### config.mk
export PLATFORM = sky130hd
export DESIGN_NAME = block_language_tokenizer
export DESIGN_NICKNAME = d
export VERILOG_FILES = /design/src/rtl/core/blt_pkg.sv /design/src/rtl/core/blt_front.sv /design/src/rtl/core/blt_queue.sv /design/src/rtl/core/blt_back.sv /design/src/rtl/core/block_language_tokenizer.sv
export SDC_FILE = /design/constraint.sdc
export NUM_CORES = 1
export LEC_CHECK = 0
export CORE_UTILIZATION = 55
export CTS_BUF_LIST = sky130_fd_sc_hd__clkbuf_16
export DETAILED_ROUTE_END_ITERATION = 8
export DONT_BUFFER_PORTS = 1
export PLACE_DENSITY = 0.7
export SYNTH_ARGS = -nofsm -noshare
export SYNTH_HDL_FRONTEND = slang
export SYNTH_HIERARCHICAL = 1
export SYNTH_SLANG_ARGS = --single-unit
### constraint.sdc
create_clock -name clock -period 7.35 [get_ports clock]
set_input_delay 0.3675 -clock clock [delete_from_list [all_inputs] [get_ports clock]]
set_output_delay 0.3675 -clock clock [all_outputs]
set_load 0.01 [all_outputs]
### src/rtl/core/blt_pkg.sv
// Shared types and constants for the block language tokenizer.
// Used by blt_front, blt_queue, blt_back and block_language_tokenizer.
package blt_pkg;

   localparam int MaxBlockDepthDefault   = 255;
   localparam int MaxCommentDepthDefault = 255;
   localparam int LineLengthDefault      = 256;

   localparam logic [1:0] CMD_CHAR  = 2'd0;
   localparam logic [1:0] CMD_CHECK = 2'd1;
   localparam logic [1:0] CMD_BEGIN = 2'd2;

   localparam logic [2:0] K_OPEN  = 3'd0;
   localparam logic [2:0] K_CLOSE = 3'd1;
   localparam logic [2:0] K_WORD  = 3'd2;
   localparam logic [2:0] K_COND  = 3'd3;
   localparam logic [2:0] K_LOOP  = 3'd4;
   localparam logic [2:0] K_EOL   = 3'd5;
   localparam logic [2:0] K_ERR   = 3'd6;
   localparam logic [2:0] K_OK    = 3'd7;

   localparam logic [3:0] E_NONE    = 4'd0;
   localparam logic [3:0] E_COMMENT = 4'd1;
   localparam logic [3:0] E_BYTE    = 4'd2;
   localparam logic [3:0] E_HEX     = 4'd3;
   localparam logic [3:0] E_SIGN    = 4'd4;
   localparam logic [3:0] E_WORD    = 4'd5;
   localparam logic [3:0] E_COND    = 4'd6;
   localparam logic [3:0] E_CLOSE   = 4'd7;
   localparam logic [3:0] E_OPEN    = 4'd8;
   localparam logic [3:0] E_DEEP    = 4'd9;

   localparam logic [4:0] OP_INC = 5'd14;
   localparam logic [4:0] OP_DEC = 5'd15;
   localparam logic [4:0] OP_SHL = 5'd16;

   typedef enum logic [4:0] {
      P_START, P_CR, P_COMMENT, P_PREFIX, P_SIGN, P_DEC, P_HEX0, P_HEX,
      P_NAME, P_NAME_I, P_NAME_IF, P_OPDBL, P_WEND, P_COND_LT, P_COND_GT,
      P_COND_EQ, P_AFTER0, P_LOOP, P_LOOPEND
   } phase_type;

   // One token result as produced by the front and queued for the back.
   typedef struct packed {
      logic [2:0]  kind;
      logic [2:0]  prefix;
      logic [15:0] value;
      logic        is_name;
      logic [4:0]  word_op;
      logic [2:0]  cond_op;
      logic [7:0]  column;
      logic [3:0]  error_code;
      logic [7:0]  depth;
      logic        last;
   } result_type;

   // Both results caused by one character; n is the count (0..2).
   typedef struct packed {
      logic [1:0]  n;
      result_type  r0;
      result_type  r1;
   } group_type;

   function automatic logic [4:0] op_index(input logic [7:0] c);
      logic [4:0] r;
      r = 5'd0;
      case (c)
         8'h2B: r = 5'd1;  8'h2D: r = 5'd2;  8'h26: r = 5'd3;  8'h7C: r = 5'd4;
         8'h5E: r = 5'd5;  8'h3D: r = 5'd6;  8'h2E: r = 5'd7;  8'h2C: r = 5'd8;
         8'h3A: r = 5'd9;  8'h3B: r = 5'd10; 8'h3F: r = 5'd11; 8'h21: r = 5'd12;
         8'h3C: r = 5'd13;
         default: r = 5'd0;
      endcase
      return r;
   endfunction

   // Returns 16 when the byte is no hex digit.
   function automatic logic [4:0] hex_val(input logic [7:0] c);
      logic [4:0] r;
      r = 5'd16;
      if (c >= 8'h30 && c <= 8'h39) r = 5'(c - 8'h30);
      else if (c >= 8'h61 && c <= 8'h66) r = 5'(c - 8'h57);
      else if (c >= 8'h41 && c <= 8'h46) r = 5'(c - 8'h37);
      return r;
   endfunction

endpackage

### src/rtl/core/blt_front.sv
// Front part: accepts characters and runs the tokenizer state machine.
// Depends on blt_pkg; pushes result groups into blt_queue.
module blt_front import blt_pkg::*; #(
   parameter int MAX_BLOCK_DEPTH   = MaxBlockDepthDefault,
   parameter int MAX_COMMENT_DEPTH = MaxCommentDepthDefault,
   parameter int LINE_LENGTH       = LineLengthDefault
) (
   input  logic        clock,
   input  logic        reset,
   input  logic        in_valid,
   output logic        in_ready,
   input  logic [1:0]  in_cmd,
   input  logic [7:0]  in_ch,
   input  logic        q_full,
   output logic        q_push,
   output group_type   q_data
);

   localparam int BdW = $clog2(MAX_BLOCK_DEPTH + 1);
   localparam int CdW = $clog2(MAX_COMMENT_DEPTH + 1);
   localparam int PosLimit = (LINE_LENGTH - 1) < 255 ? (LINE_LENGTH - 1) : 255;

   phase_type   phase_ff, phase_in;
   logic [BdW-1:0] bdepth_ff, bdepth_in;
   logic [CdW-1:0] cdepth_ff, cdepth_in;
   logic [15:0] acc_ff, acc_in;
   logic        neg_ff, neg_in;
   logic [2:0]  pfx_ff, pfx_in;
   logic [4:0]  hop_ff, hop_in;
   logic [2:0]  lmatch_ff, lmatch_in;
   logic [7:0]  pos_ff, pos_in;
   logic [7:0]  tstart_ff, tstart_in;
   logic        skip_ff, skip_in;
   logic        wname_ff, wname_in;

   logic        fire;
   logic [7:0]  c;
   group_type   g;

   assign in_ready = !q_full;
   assign fire     = in_valid && in_ready;
   assign c        = in_ch;

   always_ff @(posedge clock) begin
      if (reset) begin
         phase_ff <= P_START; bdepth_ff <= '0; cdepth_ff <= '0; acc_ff <= '0;
         neg_ff <= 1'b0; pfx_ff <= '0; hop_ff <= '0; lmatch_ff <= '0;
         pos_ff <= '0; tstart_ff <= '0; skip_ff <= 1'b0; wname_ff <= 1'b0;
      end else if (fire) begin
         phase_ff <= phase_in; bdepth_ff <= bdepth_in; cdepth_ff <= cdepth_in;
         acc_ff <= acc_in; neg_ff <= neg_in; pfx_ff <= pfx_in; hop_ff <= hop_in;
         lmatch_ff <= lmatch_in; pos_ff <= pos_in; tstart_ff <= tstart_in;
         skip_ff <= skip_in; wname_ff <= wname_in;
      end
   end

   always_comb begin : step
      logic is_print, has_more, is_digit, is_alpha, is_namech;
      logic [4:0] hv, oi;
      logic do_start, do_body, sign_ok, do_wend, do_tail, do_cend;
      logic [2:0] ckind;
      logic [7:0] cur;
      logic [15:0] v;
      logic [7:0] lpc;
      result_type r;

      phase_in = phase_ff; bdepth_in = bdepth_ff; cdepth_in = cdepth_ff;
      acc_in = acc_ff; neg_in = neg_ff; pfx_in = pfx_ff; hop_in = hop_ff;
      lmatch_in = lmatch_ff; pos_in = pos_ff; tstart_in = tstart_ff;
      skip_in = skip_ff; wname_in = wname_ff;
      g = '0;
      cur = pos_ff;
      is_print = (c >= 8'h20) && (c <= 8'h7E);
      has_more = is_print && c != 8'h5B && c != 8'h7B;
      is_digit = (c >= 8'h30) && (c <= 8'h39);
      is_alpha = (c >= 8'h61 && c <= 8'h7A) || (c >= 8'h41 && c <= 8'h5A);
      is_namech = is_alpha || is_digit || c == 8'h5F;
      hv = hex_val(c);
      oi = op_index(c);
      do_start = 1'b0; do_body = 1'b0; sign_ok = 1'b1;
      do_wend = 1'b0; do_tail = 1'b0; do_cend = 1'b0; ckind = K_COND;
      v = '0; r = '0;
      // A character never yields program ok, so that kind marks r as empty.
      r.kind = K_OK;
      case (lmatch_ff[1:0])
         2'd0: lpc = 8'h6C; 2'd1: lpc = 8'h6F; 2'd2: lpc = 8'h6F;
         default: lpc = 8'h70;
      endcase

      if (in_cmd == CMD_BEGIN) begin
         phase_in = P_START; bdepth_in = '0; cdepth_in = '0; acc_in = '0;
         neg_in = 1'b0; pfx_in = '0; hop_in = '0; lmatch_in = '0; pos_in = '0;
         tstart_in = '0; skip_in = 1'b0; wname_in = 1'b0;
      end else if (in_cmd == CMD_CHECK) begin
         phase_in = P_START; cdepth_in = '0; acc_in = '0; neg_in = 1'b0;
         pfx_in = '0; hop_in = '0; lmatch_in = '0; wname_in = 1'b0;
         skip_in = 1'b0; pos_in = '0;
         r.kind = (bdepth_ff != '0) ? K_ERR : K_OK;
         r.error_code = (bdepth_ff != '0) ? E_OPEN : E_NONE;
         r.depth = 8'(bdepth_ff);
         g.r0 = r; g.n = 2'd1;
      end else if (in_cmd == CMD_CHAR) begin
         if (!skip_ff) begin
            // Token continuation: may close a pending token and restart.
            case (phase_ff)
               P_START:  do_start = 1'b1;
               P_CR: begin
                  if (c == 8'h0A) phase_in = P_START;
                  else begin
                     r.kind = K_ERR; r.error_code = E_WORD;
                  end
               end
               P_COMMENT: begin
                  if (c == 8'h00) begin r.kind = K_ERR; r.error_code = E_COMMENT; end
                  else if (!is_print) begin r.kind = K_ERR; r.error_code = E_BYTE; end
                  else if (c == 8'h7B) begin
                     if (32'(cdepth_ff) >= MAX_COMMENT_DEPTH) begin
                        r.kind = K_ERR; r.error_code = E_DEEP;
                     end else cdepth_in = cdepth_ff + 1'b1;
                  end else if (c == 8'h7D) begin
                     if (cdepth_ff <= CdW'(1)) begin
                        cdepth_in = '0; phase_in = P_START;
                     end else cdepth_in = cdepth_ff - 1'b1;
                  end
               end
               P_PREFIX: do_body = 1'b1;
               P_SIGN: begin do_body = 1'b1; sign_ok = 1'b0; end
               P_DEC: begin
                  if (is_digit) acc_in = 16'((acc_ff << 3) + (acc_ff << 1) + 16'(c - 8'h30));
                  else do_tail = 1'b1;
               end
               P_HEX0: begin
                  if (!hv[4]) begin acc_in = 16'(hv); phase_in = P_HEX; end
                  else begin r.kind = K_ERR; r.error_code = E_HEX; end
               end
               P_HEX: begin
                  if (!hv[4]) acc_in = {acc_ff[11:0], hv[3:0]};
                  else do_tail = 1'b1;
               end
               P_NAME, P_NAME_I, P_NAME_IF: begin
                  if (is_namech) begin
                     if (acc_ff != 16'hFFFF) acc_in = acc_ff + 16'd1;
                     phase_in = (phase_ff == P_NAME_I && c == 8'h66) ? P_NAME_IF : P_NAME;
                  end else if (phase_ff == P_NAME_IF && pfx_ff == 3'd0) begin
                     if (c == 8'h3C) begin hop_in = 5'd1; phase_in = P_COND_LT; end
                     else if (c == 8'h3E) begin hop_in = 5'd2; phase_in = P_COND_GT; end
                     else if (c == 8'h3D) begin hop_in = 5'd3; phase_in = P_COND_EQ; end
                     else begin r.kind = K_ERR; r.error_code = E_COND; end
                  end else do_tail = 1'b1;
               end
               P_OPDBL: begin
                  if ((hop_ff == 5'd1 && c == 8'h2B) || (hop_ff == 5'd2 && c == 8'h2D) ||
                      (hop_ff == 5'd13 && c == 8'h3C)) begin
                     hop_in = (hop_ff == 5'd1) ? OP_INC : (hop_ff == 5'd2) ? OP_DEC : OP_SHL;
                     phase_in = P_WEND;
                  end else do_wend = 1'b1;
               end
               P_WEND: do_wend = 1'b1;
               P_COND_LT: begin
                  if (c == 8'h3E) begin hop_in = 5'd4; phase_in = P_COND_EQ; end
                  else if (c == 8'h3D) begin hop_in = 5'd5; phase_in = P_COND_EQ; end
                  else if (c == 8'h30) phase_in = P_AFTER0;
                  else begin r.kind = K_ERR; r.error_code = E_COND; end
               end
               P_COND_GT: begin
                  if (c == 8'h3D) begin hop_in = 5'd6; phase_in = P_COND_EQ; end
                  else if (c == 8'h30) phase_in = P_AFTER0;
                  else begin r.kind = K_ERR; r.error_code = E_COND; end
               end
               P_COND_EQ: begin
                  if (c == 8'h30) phase_in = P_AFTER0;
                  else begin r.kind = K_ERR; r.error_code = E_COND; end
               end
               P_AFTER0: begin
                  if (c == 8'h6C) begin lmatch_in = 3'd1; phase_in = P_LOOP; end
                  else do_cend = 1'b1;
               end
               P_LOOP: begin
                  if (c == lpc) begin
                     lmatch_in = lmatch_ff + 3'd1;
                     if (lmatch_ff >= 3'd3) phase_in = P_LOOPEND;
                  end else begin r.kind = K_ERR; r.error_code = E_COND; end
               end
               P_LOOPEND: begin do_cend = 1'b1; ckind = K_LOOP; end
               default: phase_in = P_START;
            endcase

            if (do_tail) begin
               if (oi != 5'd0) begin
                  hop_in = oi;
                  phase_in = (c == 8'h2B || c == 8'h2D || c == 8'h3C) ? P_OPDBL : P_WEND;
               end else do_wend = 1'b1;
            end
            if (do_wend) begin
               if (has_more) begin r.kind = K_ERR; r.error_code = E_WORD; end
               else begin
                  v = (!wname_ff && neg_ff) ? 16'(16'd0 - acc_ff) : acc_ff;
                  g.r0.kind = K_WORD; g.r0.prefix = pfx_ff; g.r0.value = v;
                  g.r0.is_name = wname_ff; g.r0.word_op = hop_in;
                  g.r0.column = tstart_ff; g.n = 2'd1;
                  do_start = 1'b1;
               end
            end
            if (do_cend) begin
               if (has_more) begin r.kind = K_ERR; r.error_code = E_COND; end
               else begin
                  g.r0.kind = ckind; g.r0.cond_op = 3'(hop_ff);
                  g.r0.column = tstart_ff; g.n = 2'd1;
                  do_start = 1'b1;
               end
            end
            if (do_start) begin
               // Clear the token, then classify c as a fresh token start.
               phase_in = P_START; acc_in = '0; neg_in = 1'b0; pfx_in = '0;
               hop_in = '0; lmatch_in = '0; wname_in = 1'b0; cdepth_in = '0;
               tstart_in = cur;
               if (c == 8'h00 || c == 8'h20 || c == 8'h0A) begin
               end else if (c == 8'h0D) phase_in = P_CR;
               else if (c == 8'h7B) begin cdepth_in = CdW'(1); phase_in = P_COMMENT; end
               else if (c == 8'h5B) begin
                  if (32'(bdepth_ff) >= MAX_BLOCK_DEPTH) begin
                     r.kind = K_ERR; r.error_code = E_DEEP;
                  end else begin
                     bdepth_in = bdepth_ff + 1'b1;
                     r.kind = K_OPEN;
                  end
               end else if (c == 8'h5D) begin
                  if (bdepth_ff == '0) begin r.kind = K_ERR; r.error_code = E_CLOSE; end
                  else begin bdepth_in = bdepth_ff - 1'b1; r.kind = K_CLOSE; end
               end else if (c == 8'h3C) begin pfx_in = 3'd1; phase_in = P_PREFIX; end
               else if (c == 8'h3E) begin pfx_in = 3'd2; phase_in = P_PREFIX; end
               else if (c == 8'h5C) begin pfx_in = 3'd3; phase_in = P_PREFIX; end
               else if (c == 8'h25) begin pfx_in = 3'd4; phase_in = P_PREFIX; end
               else do_body = 1'b1;
            end
            if (do_body) begin
               if (sign_ok && (c == 8'h2D || c == 8'h2B)) begin
                  neg_in = (c == 8'h2D); phase_in = P_SIGN;
               end else if (is_digit) begin
                  acc_in = 16'(c - 8'h30); phase_in = P_DEC;
               end else if (c == 8'h24) phase_in = P_HEX0;
               else if (!sign_ok) begin r.kind = K_ERR; r.error_code = E_SIGN; end
               else if (is_alpha) begin
                  acc_in = 16'd1; wname_in = 1'b1;
                  phase_in = (c == 8'h69) ? P_NAME_I : P_NAME;
               end else begin r.kind = K_ERR; r.error_code = E_WORD; end
            end
            // r holds an open, close or error raised by this character.
            if (r.kind != K_OK) begin
               if (r.kind != K_ERR || r.error_code != E_NONE) begin
                  r.column = tstart_in;
                  r.depth = 8'(bdepth_in);
                  if (r.kind == K_ERR) begin
                     phase_in = P_START; acc_in = '0; neg_in = 1'b0; pfx_in = '0;
                     hop_in = '0; lmatch_in = '0; wname_in = 1'b0; cdepth_in = '0;
                     skip_in = 1'b1;
                  end
                  if (g.n == 2'd0) begin g.r0 = r; g.n = 2'd1; end
                  else begin g.r1 = r; g.n = 2'd2; end
               end
            end
         end
         if (g.n != 2'd0) begin
            g.r0.depth = (g.n == 2'd1 && g.r0.kind != K_WORD && g.r0.kind != K_COND &&
                          g.r0.kind != K_LOOP) ? g.r0.depth : 8'(bdepth_ff);
         end
         if (c == 8'h00) begin
            r = '0;
            r.kind = K_EOL; r.column = cur; r.depth = 8'(bdepth_in);
            if (g.n == 2'd0) begin g.r0 = r; g.n = 2'd1; end
            else begin g.r1 = r; g.n = 2'd2; end
            phase_in = P_START; acc_in = '0; neg_in = 1'b0; pfx_in = '0;
            hop_in = '0; lmatch_in = '0; wname_in = 1'b0; cdepth_in = '0;
            skip_in = 1'b0; pos_in = '0;
         end else if (32'(pos_ff) < PosLimit) pos_in = pos_ff + 8'd1;
      end
      if (g.n == 2'd1) g.r0.last = 1'b1;
      if (g.n == 2'd2) g.r1.last = 1'b1;
   end

   assign q_push = fire && (q_data.n != 2'd0);
   assign q_data = g;

`ifndef SYNTHESIS
   a_depth_bound: assert property (@(posedge clock) disable iff (reset)
      32'(bdepth_ff) <= MAX_BLOCK_DEPTH) else $error("block depth out of range");
   a_skip_clear: assert property (@(posedge clock) disable iff (reset)
      fire && in_cmd == CMD_CHAR && in_ch == 8'h00 |=> !skip_ff)
      else $error("skip survives line end");
   a_no_push_full: assert property (@(posedge clock) disable iff (reset)
      q_push |-> !q_full) else $error("push into full queue");
`endif

endmodule

### src/rtl/core/blt_queue.sv
// Short FIFO of result groups between front and back.
// Depends on blt_pkg.
module blt_queue import blt_pkg::*; (
   input  logic      clock,
   input  logic      reset,
   input  logic      push,
   input  group_type push_data,
   output logic      full,
   input  logic      pop,
   output logic      not_empty,
   output group_type head
);

   group_type  slot_ff [2];
   logic       wp_ff, wp_in, rp_ff, rp_in;
   logic [1:0] cnt_ff, cnt_in;

   assign full      = (cnt_ff == 2'd2);
   assign not_empty = (cnt_ff != 2'd0);
   assign head      = slot_ff[rp_ff];

   always_comb begin
      wp_in  = wp_ff ^ push;
      rp_in  = rp_ff ^ pop;
      cnt_in = cnt_ff + {1'b0, push} - {1'b0, pop};
   end

   always_ff @(posedge clock) begin
      if (reset) begin
         wp_ff <= 1'b0; rp_ff <= 1'b0; cnt_ff <= 2'd0;
      end else begin
         wp_ff <= wp_in; rp_ff <= rp_in; cnt_ff <= cnt_in;
      end
   end

   always_ff @(posedge clock) begin
      if (push) slot_ff[wp_ff] <= push_data;
   end

`ifndef SYNTHESIS
   a_no_under: assert property (@(posedge clock) disable iff (reset)
      pop |-> not_empty) else $error("pop from empty queue");
   a_no_over: assert property (@(posedge clock) disable iff (reset)
      push && !pop |-> !full) else $error("push into full queue");
   a_cnt: assert property (@(posedge clock) disable iff (reset)
      cnt_ff <= 2'd2) else $error("queue count out of range");
`endif

endmodule

### src/rtl/core/blt_back.sv
// Back part: unpacks queued result groups into single result transfers.
// Depends on blt_pkg.
module blt_back import blt_pkg::*; (
   input  logic       clock,
   input  logic       reset,
   input  logic       q_valid,
   input  group_type  q_head,
   output logic       q_pop,
   output logic       out_valid,
   input  logic       out_ready,
   output result_type out_data
);

   logic sel_ff, sel_in;
   logic take;

   assign out_valid = q_valid;
   assign out_data  = sel_ff ? q_head.r1 : q_head.r0;
   assign take      = out_valid && out_ready;
   assign q_pop     = take && (sel_ff || q_head.n == 2'd1);

   always_comb begin
      sel_in = sel_ff;
      if (take) sel_in = !q_pop;
   end

   always_ff @(posedge clock) begin
      if (reset) sel_ff <= 1'b0;
      else       sel_ff <= sel_in;
   end

`ifndef SYNTHESIS
   a_sel_two: assert property (@(posedge clock) disable iff (reset)
      sel_ff && q_valid |-> q_head.n == 2'd2) else $error("second result of single group");
   a_last: assert property (@(posedge clock) disable iff (reset)
      q_pop |-> out_data.last) else $error("group popped before last result");
   a_sel_hold: assert property (@(posedge clock) disable iff (reset)
      !take |=> $stable(sel_ff)) else $error("selector moved without transfer");
`endif

endmodule

### src/rtl/core/block_language_tokenizer.sv
// Channel   Dir  Ports                    Contents
// req       in   req_tvalid/tready/tuser  tuser: cmd[1:0]; tdata: ch[7:0]
// rsp       out  rsp_tvalid/tready/tuser  tuser: kind, is_name; tdata: token fields; tlast
//
// One character is accepted per cycle while the queue has room; the classifying state
// machine in the front does all work for a character in that cycle. Results pass a
// two-entry queue and leave one per cycle while rsp_tready is high, so a character
// yielding two results leaves as two transfers. Reset is synchronous and clears all
// control state. Either side may stall independently while the queue has room.
// Top level: depends on blt_pkg, blt_front, blt_queue, blt_back.
module block_language_tokenizer import blt_pkg::*; #(
   parameter int MAX_BLOCK_DEPTH   = MaxBlockDepthDefault,
   parameter int MAX_COMMENT_DEPTH = MaxCommentDepthDefault,
   parameter int LINE_LENGTH       = LineLengthDefault
) (
   input  logic        clock,
   input  logic        reset,
   input  logic        req_tvalid,
   output logic        req_tready,
   input  logic [7:0]  req_tdata,   // ch[7:0]
   input  logic [1:0]  req_tuser,   // cmd[1:0]
   output logic        rsp_tvalid,
   input  logic        rsp_tready,
   // prefix[2:0] value[18:3] word_op[23:19] cond_op[26:24] column[34:27]
   // error_code[38:35] depth[46:39], zero above
   output logic [47:0] rsp_tdata,
   output logic [3:0]  rsp_tuser,   // kind[2:0] is_name[3]
   output logic        rsp_tlast
);

   group_type  q_in, q_head;
   logic       q_push, q_full, q_pop, q_ne;
   result_type r;

   blt_front #(
      .MAX_BLOCK_DEPTH(MAX_BLOCK_DEPTH), .MAX_COMMENT_DEPTH(MAX_COMMENT_DEPTH),
      .LINE_LENGTH(LINE_LENGTH)
   ) u_front (
      .clock(clock), .reset(reset), .in_valid(req_tvalid), .in_ready(req_tready),
      .in_cmd(req_tuser), .in_ch(req_tdata), .q_full(q_full), .q_push(q_push),
      .q_data(q_in)
   );

   blt_queue u_queue (
      .clock(clock), .reset(reset), .push(q_push), .push_data(q_in), .full(q_full),
      .pop(q_pop), .not_empty(q_ne), .head(q_head)
   );

   blt_back u_back (
      .clock(clock), .reset(reset), .q_valid(q_ne), .q_head(q_head), .q_pop(q_pop),
      .out_valid(rsp_tvalid), .out_ready(rsp_tready), .out_data(r)
   );

   assign rsp_tdata = {1'b0, r.depth, r.error_code, r.column, r.cond_op, r.word_op,
                       r.value, r.prefix};
   assign rsp_tuser = {r.is_name, r.kind};
   assign rsp_tlast = r.last;

endmodule
==> results.ini <==
[sta]
finClkSkew_ns=0.01998
hold_viol_final=0
clock.fmax_ghz=0.1689
rsz0062_at_grt=false
setup-violations-final=0
setup_slack_ns=1.429
finalSetupTns_ns=0
tightest_slew_ns=1.222
slew_headroom_pct=17.89
period_needed_ns=5.921
slew_viol_final=0
timing.hold.ws_ns=0.02144
finalCritPeriodShare_pct=80.55

[place]
place_area_um2=18370
place_congestion=1.042
preCtsSetupSlack_ns=1.372
io_buffers=0
dp_hpwl_um=37030

[floorplanning]
die_area_um2=34170
initial_utilization_pct=56.23
coreArea_um2=32700
die_x_um=184.9
rows=66
die_y_um=184.9
ioPinCount=69

[grt]
antenna_found_initial=1
grt_pass1_vias=13600
grt_overflow=0
grt_pass1_wl_um=79850
grt_max_degree=69
grtUsageTotal_pct=30.48

[cts]
clockRootBuffer=clkbuf_16
cts.clk_slew.worst_paths_ns=0.06
cts_resized=0
ctsHoldBuffers=2
cts_num_sinks=284
clock_path_buffers=3
cts_made_buffers=30
cts_tree=done
clk_latency_ns=0.58
cts_setup_buffers=0
htreeDepth=1

[synth]
synth-seq-cells=284
synth-main-ff-cell=edfxtp_1
postSynthCellCount=1846
yosysSeqAreaShare_pct=42.46
ys_async_sr_fraction_pct=0
synth_edf_count=212
synthDistinctLibCells=103
synth_area_um2=18390
avgSynthCellArea_um2=9.961
yosys_warnings=6

[detailed_routing]
first_pass_iters=6
routedWlPerCell_um=23.42
drt-total-wl_um=52480
drt_iter0_markers=2022
drc=0
drtAntennaViolNets=0
vias=14670
via_per_inst=6.546

[power_and_ir_drop]
ir_worst_vdd_v=0.0001730
powerDensity_nw_per_um2=187.0
p_leak_uw=0.006450
finalPower_uw=3627

[worst_setup_path]
critPathCaptureType=flip-flop
worstPathMaxFanout=64
critPathKind=reg -> reg
reg2regPathDepth=14
startpoint_type=flip-flop
critPathRequiredTime_ns=7.58
crit_arrival_ns=6.15

[min_path]
hold_class=in -> reg
hold-path-cell-count=2

[cells_and_area]
final_area_um2=19390
layout.nets=1845
drive_gt1_share_pct=15.40
area_delta_synth_final_pct=5.437
diodes=0
final_common_cell=edfxtp_1
layout_common_cells=edfxtp_1 (212), nor2_1 (171), nand2_1 (150)

[run]
drv_cap=0

[status]
status=complete, no violations

## registers in the layout, summed over array words and instances, names as in the netlist
register,flops
u_queue/slot_ff,212
u_front/acc_ff,16
u_front/bdepth_ff,8
u_front/cdepth_ff,8
u_front/pos_ff,8
u_front/tstart_ff,8
u_front/hop_ff,5
u_front/phase_ff,5
u_front/lmatch_ff,3
u_front/pfx_ff,3
u_queue/cnt_ff,2
u_back/sel_ff,1
u_front/neg_ff,1
u_front/skip_ff,1
u_front/wname_ff,1
u_queue/rp_ff,1
u_queue/wp_ff,1
## stage by stage
stage / util, % / instances
after floorplan: - / 1873
after global placement: 56.15 / 2182
after detailed placement: 56.17 / 2183
after CTS: 59.29 / 2241
after global routing: 59.29 / 2241
final: 59.29 / 2241
## metal layers
| metal | wire length (um) | vias up | track usage, % |
|---|---|---|---|
| li1 | - | 6737 | - |
| met1 | 23270 | 7077 | 44.32 |
| met2 | 22730 | 731 | 46.00 |
| met3 | 4930 | 124 | 6.252 |
| met4 | 1552 | 0 | 8.099 |
| met5 | 0 | - | 0.1481 |
## final timing paths
| check | slack (ns) | end | start |
|---|---|---|---|
| setup / recovery | 1.43 | u_queue/slot_ff[0][36] | u_front/phase_ff[0] |
| hold / removal | 0.02 | u_front/lmatch_ff[2] | reset |
| setup reg to reg | 1.43 | u_queue/slot_ff[0][36] | u_front/phase_ff[0] |
| hold reg to reg | 0.48 | u_front/pfx_ff[1] | u_front/pfx_ff[1] |
## worst max-delay path, cell delays in order (launching register included)
cell,delay (ns)
dfxtp_1,0.83
inv_1,0.33
nor2_1,0.39
nand2_1,0.15
nor2_1,0.53
a211oi_4,0.12
o21ai_0,0.39
o21ai_1,0.30
inv_1,0.36
ha_1,0.25
a311o_1,0.21
nand2_1,0.08
a31oi_1,0.53
ha_4,0.65
buf_12,0.39
## report_power, final
group          internal, uW  switching [uW]  total (uW)
clock network           853             637        1490
registers              1750            14.2        1760
logic                   125             251         376
## layout make-up
cell class	instances	area [um^2]
Multi-Input combinational cell	1382	9638
Inverter	59	221.5
Clock buffer	30	750.7
Timing Repair Buffer	18	180.2
Sequential cell	284	7812
Fill cell	2841	13310
Clock inverter	26	232.7
Tap cell	442	553.0
## cells by family after synthesis
kind of cell / after synthesis / share of synthesized area [%]
AO/OA/AOI/OAI: 476 / 17.65
XOR/XNOR: 37 / 1.837
adder cells (fa/ha/maj): 56 / 4.341
buffers and inverters: 207 / 5.851
flip-flops: 284 / 42.46
multiplexers: 163 / 10.57
other: 3 / 0.06123
AND/OR/NAND/NOR: 620 / 17.23
## cell usage after synthesis, drive strengths merged, types with 12 or more instances
master | number | area (um^2)
a211oi | 18 | 157.7
a21o | 14 | 105.1
a21oi | 131 | 666.9
a22oi | 28 | 224.0
a31oi | 20 | 125.1
a32o | 17 | 170.2
and2 | 30 | 187.7
and3 | 22 | 137.6
buf | 84 | 614.3
clkbuf | 64 | 240.2
dfxtp | 72 | 1441
edfxtp | 212 | 6366
fa | 13 | 260.3
ha | 43 | 538.0
inv | 59 | 221.5
mux2 | 160 | 1914
nand2 | 150 | 563.0
nand2b | 16 | 100.1
nand3 | 48 | 255.3
nand4 | 17 | 106.4
nor2 | 174 | 670.7
nor2b | 16 | 100.1
nor3 | 57 | 320.3
nor4 | 12 | 90.09
o211ai | 15 | 112.6
o21ai | 101 | 509.2
o22ai | 13 | 93.84
xnor2 | 31 | 271.5
No activity file was read; power rests on OpenSTA's default activity.
